## config.mk

```make
export PLATFORM = sky130hd
export DESIGN_NAME = response_frame_deframer
export DESIGN_NICKNAME = d
export VERILOG_FILES = /design/src/design/rfd_pkg.sv /design/src/design/response_frame_deframer.sv
export SDC_FILE = /design/constraint.sdc
export NUM_CORES = 1
export LEC_CHECK = 0
export BUFFER_PORTS_ARGS = -buffer_cell sky130_fd_sc_hd__buf_2
export CAP_MARGIN = 20
export CORE_MARGIN = 10
export CORE_UTILIZATION = 50
export DETAILED_ROUTE_END_ITERATION = 8
export MAX_ROUTING_LAYER = met4
export PLACE_DENSITY = 0.82
export SLEW_MARGIN = 20
export SYNTH_ARGS = -nofsm -noshare
export SYNTH_HDL_FRONTEND = slang
export SYNTH_SLANG_ARGS = --single-unit
export TNS_END_PERCENT = 50
```

## constraint.sdc

```tcl
create_clock -name clk_i -period 2.8 [get_ports clk_i]
set_input_delay 0.28 -clock clk_i [delete_from_list [all_inputs] [get_ports clk_i]]
set_output_delay 0.28 -clock clk_i [all_outputs]
set_load 0.005 [all_outputs]
```

## src/design/rfd_pkg.sv

```systemverilog
`timescale 1ns / 1ps
`default_nettype none

package rfd_pkg;

  // Largest payload length plus one: a frame carries at most MaxPayload - 1 bytes.
  localparam logic [16:0] MaxPayload = 17'd256;

  localparam logic [7:0] StartByte = 8'hFE;
  localparam logic [7:0] EndByte   = 8'hFD;

  // Index of the last header byte (the low byte of the length).
  localparam logic [2:0] HeaderLastIdx = 3'd5;

  localparam int unsigned OutDataWidth = 56;

  typedef enum logic [2:0] {
    PH_HEADER  = 3'b001,
    PH_PAYLOAD = 3'b010,
    PH_TERM    = 3'b100
  } phase_e;

  typedef enum logic [1:0] {
    KIND_PAYLOAD  = 2'd0,
    KIND_ACCEPTED = 2'd1,
    KIND_ERROR    = 2'd2
  } kind_e;

  typedef enum logic [1:0] {
    ERR_BAD_START    = 2'd0,
    ERR_TOO_LONG     = 2'd1,
    ERR_BAD_TERM     = 2'd2,
    ERR_SEQ_MISMATCH = 2'd3
  } error_e;

endpackage

`default_nettype wire

```

## src/design/response_frame_deframer.sv

```systemverilog
`timescale 1ns / 1ps
`default_nettype none

// Response frame deframer. Received serial bytes enter on the s_axis side, one
// request per byte, and the block takes one byte per cycle when ready. Each frame
// is a six-byte header (start 0xFE, command type, command, sequence, length high,
// length low), then the payload, then a terminator 0xFD. When the length is below
// the maximum payload, each payload byte appears on m_axis in the cycle after it
// arrives with tuser = 0, and the final one carries tlast. At the end of a frame a
// single request reports either an accepted frame (tuser = 1) or an error
// (tuser = 2) with its code, together with the header fields. If a frame ends in
// error, discard any payload already delivered for it. A frame whose start byte is
// wrong ends right after its header. A frame that is too long is read to its
// terminator with no payload delivered. The only storage between the two sides is
// the result register, so s_axis_tready falls only while a result is held there
// and m_axis_tready is low. The expected sequence number is written through the
// cfg port, which is always ready. Write it only while no frame is in progress.
module response_frame_deframer (
  input  var logic        clk_i,
  input  var logic        rst_ni,

  input  var logic        s_axis_tvalid,
  output var logic        s_axis_tready,
  input  var logic [7:0]  s_axis_tdata,   // [7:0] rx_byte

  output var logic        m_axis_tvalid,
  input  var logic        m_axis_tready,
  // [7:0] data_byte, [15:8] frame_type, [23:16] frame_command,
  // [31:24] frame_sequence, [47:32] frame_length, [49:48] error_code, rest zero
  output var logic [55:0] m_axis_tdata,
  output var logic [1:0]  m_axis_tuser,   // [1:0] result_kind
  output var logic        m_axis_tlast,   // last_payload

  input  var logic        cfg_valid_i,
  output var logic        cfg_ready_o,
  input  var logic [7:0]  cfg_data_i      // expected_sequence
);

  // Frame state.
  rfd_pkg::phase_e phase_q, phase_d;
  logic [2:0]  header_index_q, header_index_d;
  logic [15:0] bytes_remaining_q, bytes_remaining_d;
  logic [7:0]  held_start_q, held_start_d;
  logic [7:0]  held_type_q, held_type_d;
  logic [7:0]  held_command_q, held_command_d;
  logic [7:0]  held_sequence_q, held_sequence_d;
  logic [15:0] held_length_q, held_length_d;
  logic [7:0]  expected_seq_q;

  // Result register.
  logic                              out_valid_q, out_valid_d;
  rfd_pkg::kind_e                    out_kind_q, out_kind_d;
  logic [rfd_pkg::OutDataWidth-1:0]  out_data_q, out_data_d;
  logic                              out_last_q, out_last_d;

  logic        in_fire;
  logic        emit;
  logic        length_ok;
  logic [15:0] header_length;
  rfd_pkg::error_e err_code;

  // A byte can enter whenever the result register is empty or is being emptied.
  assign s_axis_tready = !out_valid_q || m_axis_tready;
  assign in_fire       = s_axis_tvalid && s_axis_tready;
  assign cfg_ready_o   = 1'b1;

  assign length_ok = {1'b0, held_length_q} < rfd_pkg::MaxPayload;

  // The length as it stands once the low byte is taken in.
  assign header_length = {held_length_q[15:8], s_axis_tdata};

  always_comb begin
    phase_d           = phase_q;
    header_index_d    = header_index_q;
    bytes_remaining_d = bytes_remaining_q;
    held_start_d      = held_start_q;
    held_type_d       = held_type_q;
    held_command_d    = held_command_q;
    held_sequence_d   = held_sequence_q;
    held_length_d     = held_length_q;
    emit              = 1'b0;
    out_kind_d        = rfd_pkg::KIND_PAYLOAD;
    out_last_d        = 1'b0;
    err_code          = rfd_pkg::ERR_BAD_START;
    out_data_d        = '0;

    case (phase_q)
      rfd_pkg::PH_PAYLOAD: begin
        if (length_ok) begin
          emit             = 1'b1;
          out_data_d[7:0]  = s_axis_tdata;
          out_last_d       = (bytes_remaining_q == 16'd1);
        end
        bytes_remaining_d = bytes_remaining_q - 16'd1;
        if (bytes_remaining_q == 16'd1) begin
          phase_d = rfd_pkg::PH_TERM;
        end
      end
      rfd_pkg::PH_TERM: begin
        phase_d        = rfd_pkg::PH_HEADER;
        header_index_d = '0;
        emit           = 1'b1;
        // Checks in priority order: length, terminator value, sequence.
        if (!length_ok) begin
          out_kind_d = rfd_pkg::KIND_ERROR;
          err_code   = rfd_pkg::ERR_TOO_LONG;
        end else if (s_axis_tdata != rfd_pkg::EndByte) begin
          out_kind_d = rfd_pkg::KIND_ERROR;
          err_code   = rfd_pkg::ERR_BAD_TERM;
        end else if (held_sequence_q != expected_seq_q) begin
          out_kind_d = rfd_pkg::KIND_ERROR;
          err_code   = rfd_pkg::ERR_SEQ_MISMATCH;
        end else begin
          out_kind_d = rfd_pkg::KIND_ACCEPTED;
        end
        out_data_d[15:8]  = held_type_q;
        out_data_d[23:16] = held_command_q;
        out_data_d[31:24] = held_sequence_q;
        out_data_d[47:32] = held_length_q;
        out_data_d[49:48] = err_code;
      end
      default: begin
        phase_d = rfd_pkg::PH_HEADER;
        case (header_index_q)
          3'd0:    held_start_d    = s_axis_tdata;
          3'd1:    held_type_d     = s_axis_tdata;
          3'd2:    held_command_d  = s_axis_tdata;
          3'd3:    held_sequence_d = s_axis_tdata;
          3'd4:    held_length_d   = {s_axis_tdata, held_length_q[7:0]};
          default: held_length_d   = header_length;
        endcase
        if (header_index_q < rfd_pkg::HeaderLastIdx) begin
          header_index_d = header_index_q + 3'd1;
        end else begin
          header_index_d = '0;
          if (held_start_q != rfd_pkg::StartByte) begin
            // Bad start: the frame ends here, nothing more is consumed for it.
            emit              = 1'b1;
            out_kind_d        = rfd_pkg::KIND_ERROR;
            out_data_d[15:8]  = held_type_q;
            out_data_d[23:16] = held_command_q;
            out_data_d[31:24] = held_sequence_q;
            out_data_d[47:32] = header_length;
            out_data_d[49:48] = rfd_pkg::ERR_BAD_START;
          end else begin
            bytes_remaining_d = header_length;
            phase_d = (header_length == 16'd0) ? rfd_pkg::PH_TERM : rfd_pkg::PH_PAYLOAD;
          end
        end
      end
    endcase
  end

  // The result register fills on an accepted byte that yields a result and
  // empties when the consumer takes it.
  always_comb begin
    out_valid_d = out_valid_q;
    if (m_axis_tready) begin
      out_valid_d = 1'b0;
    end
    if (in_fire && emit) begin
      out_valid_d = 1'b1;
    end
  end

  always_ff @(posedge clk_i or negedge rst_ni) begin
    if (!rst_ni) begin
      phase_q           <= rfd_pkg::PH_HEADER;
      header_index_q    <= '0;
      bytes_remaining_q <= '0;
      held_start_q      <= '0;
      held_type_q       <= '0;
      held_command_q    <= '0;
      held_sequence_q   <= '0;
      held_length_q     <= '0;
      expected_seq_q    <= '0;
      out_valid_q       <= 1'b0;
    end else begin
      out_valid_q <= out_valid_d;
      if (in_fire) begin
        phase_q           <= phase_d;
        header_index_q    <= header_index_d;
        bytes_remaining_q <= bytes_remaining_d;
        held_start_q      <= held_start_d;
        held_type_q       <= held_type_d;
        held_command_q    <= held_command_d;
        held_sequence_q   <= held_sequence_d;
        held_length_q     <= held_length_d;
      end
      if (cfg_valid_i && cfg_ready_o) begin
        expected_seq_q <= cfg_data_i;
      end
    end
  end

  always_ff @(posedge clk_i) begin
    if (in_fire && emit) begin
      out_kind_q <= out_kind_d;
      out_data_q <= out_data_d;
      out_last_q <= out_last_d;
    end
  end

  assign m_axis_tvalid = out_valid_q;
  assign m_axis_tdata  = out_data_q;
  assign m_axis_tuser  = out_kind_q;
  assign m_axis_tlast  = out_last_q;

  // A terminator byte always produces a frame-end request in the next cycle.
  assert property (@(posedge clk_i) disable iff (!rst_ni)
    (in_fire && phase_q == rfd_pkg::PH_TERM) |=>
      (m_axis_tvalid && m_axis_tuser != rfd_pkg::KIND_PAYLOAD))
    else $error("terminator did not produce a frame-end request");

  // While in the payload phase there is always at least one byte left.
  assert property (@(posedge clk_i) disable iff (!rst_ni)
    (phase_q == rfd_pkg::PH_PAYLOAD) |-> (bytes_remaining_q != 16'd0))
    else $error("payload phase with no bytes remaining");

  // The header index never runs past the last header byte.
  assert property (@(posedge clk_i) disable iff (!rst_ni)
    header_index_q <= rfd_pkg::HeaderLastIdx)
    else $error("header index out of range");

  // Only payload requests carry tlast.
  assert property (@(posedge clk_i) disable iff (!rst_ni)
    (m_axis_tvalid && m_axis_tlast) |-> (m_axis_tuser == rfd_pkg::KIND_PAYLOAD))
    else $error("tlast on a frame-end request");

  // Leaving the terminator phase always returns to header collection at index zero.
  assert property (@(posedge clk_i) disable iff (!rst_ni)
    (in_fire && phase_q == rfd_pkg::PH_TERM) |=>
      (phase_q == rfd_pkg::PH_HEADER && header_index_q == 3'd0))
    else $error("frame end did not restart header collection");

endmodule

`default_nettype wire

```

==> results.txt, run 1 <==
clock-pin slew on the worst setup and hold paths - 50 ps
Max Fclk - 405 MHz
utilization after layout - 0.611
port bufs - 75
Hold Path Sink - expected_seq_q[7]
CTS tree - done
core area - 11600 um2
unrepaired setup endpoints after global routing - false
synthesized flop and latch total - 132
wire per inst - 20.2 um
slew margin rel. - 0.261
final setup vio count - 0
worst hold start - cfg_data_i[7]
post-route setup TNS - 0 ps
status - complete, no violations
Worst EP arrival - 2820 ps
Worst setup SP type - flip-flop
total number of vias - 4162
Final Wtd Congestion - 0.952
RR Startpoint - phase_q[0]
slowest CP cell - nor3_1
Worst Tran Pin Value - 1100 ps
Peak supply drop - 0.491 mV
post-placement cell area - 6510 um2
cells after synthesis - 463
Initial Util - 0.519
adder-cell area share of the yosys netlist - 0.0146
Final period util - 0.883
hpwl dp - 9730 um
Antenna Nets Post-Route - 0
RR Endpoint - phase_q[0]
initial antenna violation count - 0
grt ovf - 0
yosys warns - 0
worst-path fanout max - 10
biggest cell delay along the critical path - 910 ps
Diodes inserted - 0
Ports - 83
largest net degree at the start of global routing - 38
Final Hold Fails - 0
fin crit period - 2470 ps
clock skew - 6.31 ps
R2R depth - 5
Final Worst Setup Slack - 328 ps
Synth Area in XOR/XNOR - 0.0146
share of layout cells above drive strength 1 - 0.347
drt total wl - 14100 um
Clock Path Buffers - 2
Worst Hold Class - input pin to flip-flop
Initial DRT Pass Iterations - 5
Pwr per Cell Area - 892 nW/um2
DRC violations left - 0
DRT iter0 DRCs - 310
worst hold margin - 95.7 ps
Synth Area in Compound Gates - 0.0969
asr flop ratio synth - 0.598
Synth cell types - 67
H-tree depth - 4
number of fill cells - 881
flop2flop setup slack - 330 ps
vias in the first global route - 4313
CP delay by family, top - simple AND/OR/NAND/NOR gates
total track usage - 0.179
Die Area - 16800 um2
Place WS - 387 ps
Buf/Inv on CP - 1
number of synthesized flops with an enable pin - 53
final std cells w/o fill - 697
Finished Cell Area - 7060 um2
Max Cap Violations - 0
crit end category - flip-flop
fin nets - 569
largest family of logic cells by synthesized area - simple AND/OR/NAND/NOR gates
P&R area growth vs syn - 17.6%
data required time at the worst endpoint - 3140 ps
Clock Sinks - 132
Cells after DPL - 664
Post-CTS Resized - 0
global-route wire length before repair - 22500 um
Die W - 130 um
mux share of post-synthesis cell area - 0.111
WHS Path Cells - 2
num rows - 39
Die Height - 130 um
worst path cell trace - nor3b_2, nor3_1, buf_4, nand2_1, o22a_1
vias per cell - 5.97
cts bufs inserted - 17
P_leak - 2.91 nW
Final Power - 6.30 mW
Mapped Avg Cell Area - 13.0 um2
Setup Crit Path Kind - flip-flop to flip-flop
register area share after synthesis - 0.594
root buffer cell - clkbuf_16
Slew Viols, Final - 0
Post-Syn Area - 6010 um2
Synth Flop Type - dfrtp_1
later-pin clock latency in the skew report - 420 ps
Simple-Gate Fraction of Synth Area - 0.132
[cells in the final DEF (no fill, tap or decap), types with 7 or more instances in the layout]
master and n:
edfxtp_1 53, and2_1 40, buf_2 75, ha_1 7, nor2_1 12, buf_4 11, nand2_1 13, nor3_1 13
inv_1 8, a22o_1 11, dfrtp_1 78, a21oi_1 10, xnor2_1 9, nand3_1 8, clkbuf_16 17, conb_1 7
o21ai_0 15, a31oi_1 9, mux2_2 57
[synth_stat cells (4+ instances only)]
master	instances	area [um2]
a31oi_1	9	56.3
o31ai_1	4	30.0
buf_4	7	52.6
o21ai_0	15	75.1
nand2_1	13	48.8
a22o_1	11	96.3
nor2_1	12	45.0
dfrtp_1	78	1950
o211ai_1	6	45.0
nor3_1	13	65.1
edfxtp_1	53	1590
clkbuf_1	21	78.8
ha_1	7	87.6
mux2_2	57	642
nand3_1	8	40.0
or4_4	4	45.0
nand4_1	6	37.5
or3_1	5	31.3
and2_1	40	250
a21oi_1	10	50.1
inv_1	8	30.0
xnor2_1	9	78.8
[cell type report]
class,count,area [um2],area share
tap,143,179,0.0253
sequential,132,3570,0.505
timing repair buffer,88,488,0.0691
clock inverter,9,82.6,0.0117
multi-input combinational,292,2250,0.318
clock buffer,23,458,0.0648
inverter,10,37.5,0.00531
[power by group]
part	leakage, nW	total [mW]	switching (mW)	internal (mW)
Clock	0.263	2.02	0.785	1.24
Combinational	1.20	1.37	0.662	0.705
Sequential	1.45	2.91	0.335	2.58
Total	2.91	6.30	1.78	4.52
[what timing repair did]
action / CTS / global route
endpoints found under the hold margin: 35 / 0
buffers inserted: 0 / 0
hold buffers: 1 / 0
[per-layer routing]
metal,global-route usage,wire (um)
met4,0.0886,344
met3,0.0428,1050
met1,0.217,5830
met5,-,0
met2,0.276,6850
[state kept, by name (all words and copies together), names as in the netlist]
name and flops:
held_sequence_q 8, expected_seq_q 8, header_index_q 3, m_axis_tdata 50, phase_q 3, held_length_q 16
held_command_q 8, m_axis_tuser 2, m_axis_tlast 1, bytes_remaining_q 16, held_type_q 8, held_start_q 8
m_axis_tvalid 1
[kinds of logic (layout without fill, tap and decap cells)]
| kind of cell | Yosys count | in the layout |
|---|---|---|
| xor+xnor | 10 | 10 |
| buf+inv | 44 | 130 |
| compound gates | 80 | 80 |
| fa+ha+maj | 7 | 7 |
| mux | 59 | 59 |
| other cells | 2 | 7 |
| simple gates | 129 | 129 |
| flops | 132 | 132 |
[worst reg2reg max path: cells and delay by family (launching register included)]
family	cells	cell delay, ps
simple gates	3	1240
flops	1	620
buf+inv	1	270
compound gates	1	270
[worst max path at each step]
stage               start         endpoint  slack (ps)  depth (start not counted)
5_1_grt        phase_q[0]       phase_q[0]         240                          5
4_1_cts        phase_q[0]       phase_q[0]         360                          5
3_5_place_dp   phase_q[0]       phase_q[0]         390                          5
3_3_place_gp   phase_q[0]       phase_q[0]         490                          5
6_report       phase_q[0]       phase_q[0]         330                          5
2_1_floorplan  phase_q[2]  m_axis_tdata[0]          60                          6
Note: power is estimated with default switching activity, not from simulation.
==> run 2: changes to the inputs <==
--- a/config.mk
+++ b/config.mk
@@ -7,11 +7,13 @@
 export LEC_CHECK = 0
 export BUFFER_PORTS_ARGS = -buffer_cell sky130_fd_sc_hd__buf_2
 export CAP_MARGIN = 20
+export CELL_PAD_IN_SITES_DETAIL_PLACEMENT = 1
+export CELL_PAD_IN_SITES_GLOBAL_PLACEMENT = 1
 export CORE_MARGIN = 10
-export CORE_UTILIZATION = 50
+export CORE_UTILIZATION = 42
 export DETAILED_ROUTE_END_ITERATION = 8
 export MAX_ROUTING_LAYER = met4
-export PLACE_DENSITY = 0.82
+export PLACE_DENSITY = 0.84
 export SLEW_MARGIN = 20
 export SYNTH_ARGS = -nofsm -noshare
 export SYNTH_HDL_FRONTEND = slang
==> run 2 against run 1 <==
Against the previous run:
- utilization is 9.6 points lower
- flip-flop and latch count stayed put
- die area is 16% higher
- routed wire length is 20% higher
- largest power group unchanged
- fmax is 3.3% higher
- total power is 5.2% higher
- combinational power is 5% higher
- final area is 1.6% higher
- critical path depth is 1 lower
- non-clock buffer count stayed put
- cell count is 5.3% higher
- highest routed layer unchanged
==> results.txt, run 2 (synthesized netlist as in run 1, its figures left out) <==
status - complete, no violations
clock skew - 14.0 ps
post-placement cell area - 6570 um2
Setup Crit Path Kind - flip-flop to flip-flop
WHS Path Cells - 2
core area - 13900 um2
Die Height - 140 um
Worst EP arrival - 2520 ps
unrepaired setup endpoints after global routing - false
clock-pin slew on the worst setup and hold paths - 60 ps
Final Hold Fails - 0
root buffer cell - clkbuf_16
Final period util - 0.854
cts-stage hold buffer count - 0
combinational fraction of design power - 0.217
Final Wtd Congestion - 0.946
Die Area - 19500 um2
Worst Tran Pin Value - 840 ps
worst-path fanout max - 27
Diodes inserted - 0
Max Cap Violations - 0
commonest non-fill, non-tap cell in the layout - dfrtp_1
Worst setup SP type - flip-flop
grt ovf - 0
DRC violations left - 0
total number of vias - 4237
Initial DRT Pass Iterations - 6
Max Fclk - 418 MHz
utilization after layout - 0.515
register share of total power - 0.443
RR Endpoint - m_axis_tuser[0]
fin crit period - 2390 ps
final std cells w/o fill - 734
Int Pwr - 4.74 mW
Place WS - 503 ps
final setup vio count - 0
post-route setup TNS - 0 ps
clock power share - 0.340
Worst setup startpoint - held_length_q[10]
Die W - 140 um
DRT iter0 DRCs - 308
P_leak - 2.93 nW
Worst Hold Class - input pin to flip-flop
hpwl dp - 11400 um
Clock Path Buffers - 2
Ports - 83
data required time at the worst endpoint - 2920 ps
drt total wl - 16900 um
most frequent cells in the layout - dfrtp_1 (78), buf_2 (74), mux2_2 (57)
flop2flop setup slack - 410 ps
Post-CTS Resized - 0
NetSw - 1.89 mW
total track usage - 0.180
vias in the first global route - 4714
num rows - 43
later-pin clock latency in the skew report - 430 ps
max FFs per register - 50
Cells after DPL - 701
slew margin rel. - 0.436
Antenna Nets Post-Route - 0
port bufs - 75
Slew Viols, Final - 0
Pwr per Cell Area - 923 nW/um2
P&R area growth vs syn - 19.6%
vias per cell - 5.77
R2R depth - 4
Final Worst Setup Slack - 408 ps
CTS tree - done
fin nets - 569
Clock Sinks - 132
Hold Path Sink - expected_seq_q[7]
worst hold start - cfg_data_i[7]
share of layout cells above drive strength 1 - 0.348
initial antenna violation count - 0
RR Startpoint - held_length_q[10]
wire per inst - 23.0 um
Initial Util - 0.431
crit end category - flip-flop
Finished Cell Area - 7180 um2
Post-CTS Setup Bufs - 0
Sw Ratio - 0.285
cts bufs inserted - 17
global-route wire length before repair - 26800 um
H-tree depth - 4
Peak supply drop - 0.688 mV
largest net degree at the start of global routing - 44
## run 2: changes by cell type in the layout (fill, tap and decap cells not counted), sizes merged
cell      before  now
bufinv         1    3
clkinv         9    6
clkinvlp       1    2
## run 2: layout make-up
class | instances | area, um2
Sequential cell | 132 | 3570
Timing Repair Buffer | 88 | 503
Clock inverter | 9 | 128
Inverter | 10 | 37.5
Tap cell | 180 | 225
Fill cell | 1434 | 6750
Clock buffer | 23 | 468
Multi-Input combinational cell | 292 | 2250
## run 2: worst max-delay path, stage by stage (launching register included)
cell     delay [ps]
dfrtp_1         410
or4_4           590
nor3_1          310
o211a_2         510
buf_12          260
## run 2: layer usage
layer | GRT usage | vias to the layer above | routed length [um]
met5 | - | - | 0
met4 | 0.0620 | 0 | 282
met1 | 0.210 | 2208 | 7150
li1 | - | 1865 | -
met3 | 0.0490 | 24 | 853
met2 | 0.294 | 140 | 8580
## run 2: metrics by stage
step / hold slack, ps / power, mW
final: 90.7 / 6.63
after global routing: 80.4 / 6.96
after CTS: 55.4 / 6.68
after detailed placement: 487 / 4.38
after global placement: 482 / 4.24
after floorplan: -15.6 / 3.83
## run 2: worst max-delay path by stage
stage,endpoint,slack [ps],cells past startpoint
floorplan,m_axis_tdata[0],60,6
global placement,m_axis_tdata[22],570,4
detailed placement,m_axis_tdata[16],500,4
CTS,m_axis_tdata[21],430,4
global route,bytes_remaining_q[3],270,4
finish,m_axis_tuser[0],410,4
## run 2: power by group through the flow
stage	clock, mW	sequential (mW)	combinational, mW
floorplan	0	2.84	0.985
global placement	0	2.90	1.34
detailed placement	0	2.96	1.43
CTS	2.29	2.94	1.45
global route	2.39	3.00	1.57
finish	2.26	2.94	1.44
